`config.mk`:
```
export PLATFORM = sky130hd
export DESIGN_NAME = cau_div
export DESIGN_NICKNAME = d
export VERILOG_FILES = /design/src/hw/rtl/cau_pkg.sv /design/src/hw/rtl/cau_div.sv
export SDC_FILE = /design/constraint.sdc
export NUM_CORES = 2
export LEC_CHECK = 0
export ABC_AREA = 1
export BUFFER_PORTS_ARGS = -buffer_cell sky130_fd_sc_hd__buf_2
export CORE_ASPECT_RATIO = 0.8
export CORE_MARGIN = 1
export CORE_UTILIZATION = 30
export DETAILED_ROUTE_END_ITERATION = 8
export GPL_ROUTABILITY_DRIVEN = 0
export PLACE_DENSITY_LB_ADDON = 0.25
export SYNTH_ARGS = -nofsm -noshare
export SYNTH_HDL_FRONTEND = slang
export SYNTH_SLANG_ARGS = --single-unit
```
`constraint.sdc`:
```
create_clock -name clk_i -period 3.55 [get_ports clk_i]
set_clock_uncertainty 0.1 [all_clocks]
set_input_delay 0.355 -clock clk_i [delete_from_list [all_inputs] [get_ports clk_i]]
set_output_delay 0.355 -clock clk_i [all_outputs]
set_load 0.03 [all_outputs]
```
`src/hw/rtl/cau_pkg.sv`:
```
package cau_pkg;

  // operation codes
  typedef enum logic [2:0] {
    FUNC_ADD = 3'd0,
    FUNC_SUB = 3'd1,
    FUNC_MUL = 3'd2,
    FUNC_DIV = 3'd3,
    FUNC_NEG = 3'd4,
    FUNC_CMP = 3'd5
  } func_e;

  // divider remainder width and quotient width
  localparam int unsigned RemW = 49;
  localparam int unsigned QuoW = 17;
  localparam int unsigned DivSteps = QuoW;

  localparam logic signed [33:0] PartMax = 34'sd32767;
  localparam logic signed [33:0] PartMin = -34'sd32768;

  typedef struct packed {
    logic [15:0] val;
    logic        ovf;
  } sat_t;

  // saturate a wide signed value to one 16 bit part
  function automatic sat_t sat16(input logic signed [33:0] x);
    sat_t r;
    if (x > PartMax) begin
      r.val = 16'h7fff;
      r.ovf = 1'b1;
    end else if (x < PartMin) begin
      r.val = 16'h8000;
      r.ovf = 1'b1;
    end else begin
      r.val = x[15:0];
      r.ovf = 1'b0;
    end
    return r;
  endfunction

endpackage

```
`src/hw/rtl/cau_div.sv`:
```
module cau_div (
  input  logic                        clk_i,
  input  logic [cau_pkg::RemW-1:0]    num_i,
  input  logic [31:0]                 den_i,
  output logic [cau_pkg::QuoW-1:0]    quo_o
);
  import cau_pkg::*;

  logic [RemW-1:0] rem_q [DivSteps];
  logic [31:0]     den_q [DivSteps];
  logic [QuoW-1:0] quo_q [DivSteps];

  // one restoring step per stage, quotient msb first
  for (genvar i = 0; i < DivSteps; i++) begin : g_step
    localparam int unsigned K = DivSteps - 1 - i;
    logic [RemW-1:0] rem_in;
    logic [31:0]     den_in;
    logic [QuoW-1:0] quo_in;
    logic [RemW-1:0] sub_w;

    if (i == 0) begin : g_first
      assign rem_in = num_i;
      assign den_in = den_i;
      assign quo_in = '0;
    end else begin : g_next
      assign rem_in = rem_q[i-1];
      assign den_in = den_q[i-1];
      assign quo_in = quo_q[i-1];
    end

    assign sub_w = {{(RemW-32){1'b0}}, den_in} << K;

    always_ff @(posedge clk_i) begin
      den_q[i] <= den_in;
      if (rem_in >= sub_w) begin
        rem_q[i] <= rem_in - sub_w;
        quo_q[i] <= quo_in | (QuoW'(1) << K);
      end else begin
        rem_q[i] <= rem_in;
        quo_q[i] <= quo_in;
      end
    end
  end

  assign quo_o = quo_q[DivSteps-1];

endmodule

```
=== After elaboration in Yosys (flattened, before gate mapping) ===
Memory sizes are Yosys's and may differ from the RTL's.
Cells that the tools add are included.

* Order comparisons: 17
* Mux-type cells: 85
* $add $sub $neg: 17
* Bitwise operators: 34

{| class="wikitable"
|+ Operator list
! cell !! number
|-
| $mux W49 || 17
|-
| $mux W17 || 17
|-
| $mux W1 || 51
|-
| $ge A49 B32 Y1 || 1
|-
| $ge A49 B33 Y1 || 1
|-
| $ge A49 B34 Y1 || 1
|-
| $ge A49 B35 Y1 || 1
|-
| $ge A49 B36 Y1 || 1
|-
| $ge A49 B37 Y1 || 1
|-
| $ge A49 B38 Y1 || 1
|-
| $ge A49 B39 Y1 || 1
|-
| $ge A49 B40 Y1 || 1
|-
| $ge A49 B41 Y1 || 1
|-
| $ge A49 B42 Y1 || 1
|-
| $ge A49 B43 Y1 || 1
|-
| $ge A49 B44 Y1 || 1
|-
| $ge A49 B45 Y1 || 1
|-
| $ge A49 B46 Y1 || 1
|-
| $ge A49 B47 Y1 || 1
|-
| $ge A49 B48 Y1 || 1
|-
| $sub A49 B32 Y49 || 1
|-
| $sub A49 B33 Y49 || 1
|-
| $sub A49 B34 Y49 || 1
|-
| $sub A49 B35 Y49 || 1
|-
| 14 further kinds || 47
|}

* Input port bits: 82
* Memory bits (writable): 1,666
* Register bits: 0
* Output and inout bits: 17
* Memories kept: 3
* Word-level logic and storage cells: 156

{| class="wikitable"
|+ Memory list
! name !! words !! width !! read ports !! clocked after Yosys merged registers in !! wr ports !! RTL line !! RTL
|-
| rem_q || 17 || 49 || 16 || 0 || 17 || cau_div.sv:9 || <nowiki>logic [RemW-1:0] rem_q [DivSteps];</nowiki>
|-
| den_q || 17 || 32 || 16 || 0 || 17 || cau_div.sv:10 || <nowiki>logic [31:0] den_q [DivSteps];</nowiki>
|-
| quo_q || 17 || 17 || 17 || 0 || 17 || cau_div.sv:11 || <nowiki>logic [QuoW-1:0] quo_q [DivSteps];</nowiki>
|}

=== Logic depth before layout (Yosys ltp) ===
An unclocked memory read counts as a cell.

* Depth in word-level cells: 5
* Gate-level depth with buffers: 18
* Depth with buffers taken out: 16

=== Worst setup path after synthesis ===
OpenSTA, ideal clock, no wires.

* Kind: reg-to-reg
* Start: memory rem_q[14][1]
* End: memory rem_q[15][38]
* Data required time: 3.334 ns
* Buffers on the path: 1
* Cell stages (with the launch flop): 16
* Path slack: 1.280 ns
* Clock period less this slack: 2.270 ns
* Setup time: 0.116 ns
* Data arrival time: 2.054 ns
* Cells stage by stage: dfxtp_1 -> inv_1 -> ha_1 -> inv_1 -> fa_1 -> nand3_1 -> nand3_2 -> nand2_1 -> nand2_1 -> nand2_1 -> nand2_2 -> nand2_2 -> nand2_2 -> nor2_4 -> buf_4 -> a21oi_1

{| class="wikitable"
|+ RTL lines
! item !! RTL line
|-
| start, declared || cau_div.sv:9
|}

==> summary.md <==
| Metric | Value |
|---|---|
| Sw Ratio | about half |
| Seq cells post-synth | around 1.4k |
| Sink Count | 1,449 |
| Relative slew slack | approximately a third |
| Skew-Pair Late Insertion Delay | just under 0.9 ns |
| FF+latch area | ~29,000 um2 |
| GR peak layer | met2 |
| Post-route ant nets | 0 |
| Detailed-route via count | 86.8k |
| Area grow syn2layout | 13.2% |
| Longest Clk Path Bufs | 4 |
| Kind of critical path | reg -> reg |
| Power Density | 932 nW/um2 |
| Worst Hold Path EP | den_q[0][21] |
| Die X-Extent | ~610 um |
| Area leader, netlist | dfxtp_1 |
| PortBufs | between 90 and 100 |
| Final Util | between 30% and 40% |
| GR Layer Usage met3 | under 10% |
| Placed insts | ~19k |
| Avg Vias per Cell | between 4 and 5 |
| Routed WL per cell | between 15 and 20 um |
| Overall power | roughly 0.094 W |
| Row cnt | between 150 and 200 |
| Die H | roughly 490 um |
| RR Endpoint | rem_q[11][21] |
| Global-route wire length before repair | 499 mm |
| Max_cap viols | 0 |
| Most common cell after layout, fill and taps aside | nand2_1 |
| VDD IR-drop max | between 0.4 and 0.5 mV |
| # IOs | roughly 100 |
| Grt met2 use | between 30% and 40% |
| Top cells by area, synth | dfxtp_1, nand2_1, inv_1, ha_1, nor2_1 |
| CP Capture Type | flop |
| Asr flop ratio synth | 0% |
| Core footprint | between 200,000 and 300,000 um2 |
| Antenna violations before repair | 22 |
| Gate Count Post-Synth | around 15k |
| Final #Nets | 15.5k |
| Root Driver | clkbuf_16 |
| Most frequent cells in the layout | nand2_1, inv_1, dfxtp_1 |
| RSZ-0062 raised after global routing | no |
| Area of the multi-input gates | approximately 48,000 um2 |
| Fillers | 32.7k |
| Clock power share | 19.5% |
| Fin. Hold Viols | 0 |
| Gr usage total | about 22% |
| Critical Path, Cell by Cell | ha_1 -> inv_1 -> fa_1 -> nand3_1 -> nand3_1 -> nand3_1 -> nand3_1 -> nand2_1 -> nand2_1 -> a21oi_4 -> buf_4 -> nand2_1 -> nand2_1 |
| Req. time, crit path | around 4.2 ns |
| Initial Util | a little under a third |
| Ys flop type | dfxtp_1 |
| Gr ovfl total | 0 |
| Achievable frequency | slightly above 300 MHz |
| Fin crit period | between 3 and 4 ns |
| Clock Pin Slew Worst Setup and Hold Paths | 0.07 ns |
| Status | completed |
| CP max-delay cell | fa_1 |
| Leak | ~57 nW |
| Yosys warning count | 0 |
| Final Max Tran Viols | 0 |
| Synth cell types | 48 |
| Cell Int Power | roughly 0.047 W |
| Largest net degree at the start of global routing | between 40 and 50 |
| Register share of total power | about 28% |
| Initial DRT Pass Iterations | 9 |
| Post-Layout Cell Count | approximately 19k |
| H-tree depth | 4 |
| Mean area per synthesized cell | between 6 and 7 um2 |
| Min-delay src | den_i[21] |
| Inserted Clock Buffers | about 170 |
| Share of layout cells above drive strength 1 | under 10% |
| R2r startpoint | den_q[0][320] |
| Hold WS | slightly below 0.06 ns |
| Depth of the most critical reg-to-reg path | 13 |
| CP arrival | just under 4 ns |
| Worst hold path type | in -> reg |
| Top-area cell type share of the netlist area | between 30% and 40% |
| Slew @ Worst Pin | 1.02 ns |
| Post-DP HPWL | ~280 mm |
| Post-synth net total | around 15k |
| CP startpoint kind | flop |
| EDFF count, synth | 0 |
| Switching power | ~0.046 W |
| Max FO, Critical Path | 19 |
| Vias in the first global route | approximately 80k |
| CP max stage delay | a little over 0.5 ns |
| # DRC | 0 |
| CTS tree | built |
| Period utilisation layout | between 90 and 100% |
| Setup TNS | 0 ns |
| Setup Viol. Count Final | 0 |
| Register-to-Register Setup Slack | between 0.3 and 0.4 ns |
| Detailed Route WL | between 300 and 400 mm |
| Met1 Use GR | about 33% |
| Die area | ~300,000 um2 |
| Logic pwr share | 52.2% |
| Seq/Total Area, Yosys | approximately a third |
| Initial DRC Count | around 9.7k |
| Area of the mapped netlist | 89,000 um2 |
| WHS Path Cells | 2 |
-- flip-flops by register name, summed over array words and instances (netlist names) --
name	cells
rem_q	784
den_q	512
quo_q	153
-- worst max-delay path, delay by kind of cell, from the launching register on --
kind / cells / cell delay (ns)
compound gates: 1 / 0.38
fa+ha+maj: 2 / 0.69
buf+inv: 2 / 0.44
flops: 1 / 0.42
simple gates: 8 / 1.10
-- cell type report --
cell class	count	share of cell area [%]
repair buffers	258	2.04
multi-input cells	10021	47.4
well taps	3960	4.92
clock buffers	210	4.58
diodes	5	0.0124
flip-flops and latches	1449	28.8
inverters	2996	11.2
clock inverters	84	1.12
-- worst max path at each step --
stage | slack (ns) | start | endpoint
floorplan | 1.28 | rem_q[14][1] | rem_q[15][38]
global placement | 0.19 | den_q[0][320] | rem_q[11][32]
detailed placement | 0.26 | den_q[0][320] | rem_q[11][15]
CTS | 0.18 | den_q[0][320] | rem_q[11][21]
global route | 0.08 | rem_q[2][13] | rem_q[3][36]
finish | 0.31 | den_q[0][320] | rem_q[11][21]
-- synthesized netlist by cell type, types with 2 or more instances --
| master | instances |
|---|---|
| nand3_2 | 22 |
| nand3_1 | 776 |
| nor2b_1 | 2 |
| o21ai_0 | 98 |
| nor3b_1 | 2 |
| nand2_1 | 6069 |
| buf_6 | 60 |
| nor2_1 | 1142 |
| nand2_4 | 5 |
| nor4_1 | 19 |
| nor3_1 | 127 |
| xor2_1 | 255 |
| a21oi_1 | 404 |
| or2_0 | 2 |
| and2_1 | 32 |
| nand4_1 | 168 |
| o21ai_1 | 12 |
| buf_4 | 19 |
| inv_2 | 21 |
| nand3b_1 | 88 |
| clkinv_1 | 3 |
| nor3_2 | 3 |
| a21oi_2 | 51 |
| inv_1 | 2972 |
| o21bai_1 | 34 |
| ha_1 | 544 |
| o21a_1 | 5 |
| a21o_1 | 6 |
| nor2_4 | 9 |
| dfxtp_1 | 1449 |
| or2_2 | 7 |
| fa_1 | 16 |
| a21boi_0 | 3 |
| o211ai_1 | 4 |
| nand2_2 | 26 |
| and2_0 | 2 |
| buf_2 | 39 |
| xnor2_1 | 31 |
| and3_1 | 7 |
| nor2_2 | 44 |
-- per-stage QoR --
stage,setup slack [ns],cell area [um2]
final,0.305,101000
after global routing,0.0778,101000
after CTS,0.177,101000
after detailed placement,0.260,94000
after global placement,0.194,94000
after floorplan,1.28,89000
-- routing by layer --
metal	up-vias	part of all wire (%)
li1	44332	-
met3	382	8.5
met2	3294	41
met1	38832	49
met5	-	0
met4	0	2.3
-- power groups by stage --
stage          registers (W)  clock network [W]  logic (W)
2_1_floorplan         0.0234                  0     0.0343
4_1_cts               0.0265             0.0188     0.0480
6_report              0.0266             0.0183     0.0490
5_1_grt               0.0268             0.0194     0.0550
3_3_place_gp          0.0270                  0     0.0476
3_5_place_dp          0.0268                  0     0.0476
-- cell families after synthesis --
logic type,share of synthesized area (%)
adder cells (fa/ha/maj),8.01
flip-flops,32.6
buffers and inverters,13.8
XOR/XNOR,2.81
AND/OR/NAND/NOR,38.9
AO/OA/AOI/OAI,3.86
-- repair_timing --
action | in CTS | in global routing
hold buffers | 94 | 0
endpoints found under the setup margin | 0 | 10
setup buffers | 0 | 0
gates resized for setup | 0 | 1
hold endpoints to repair | 81 | 0
Power figures use the tool's default switching activity.
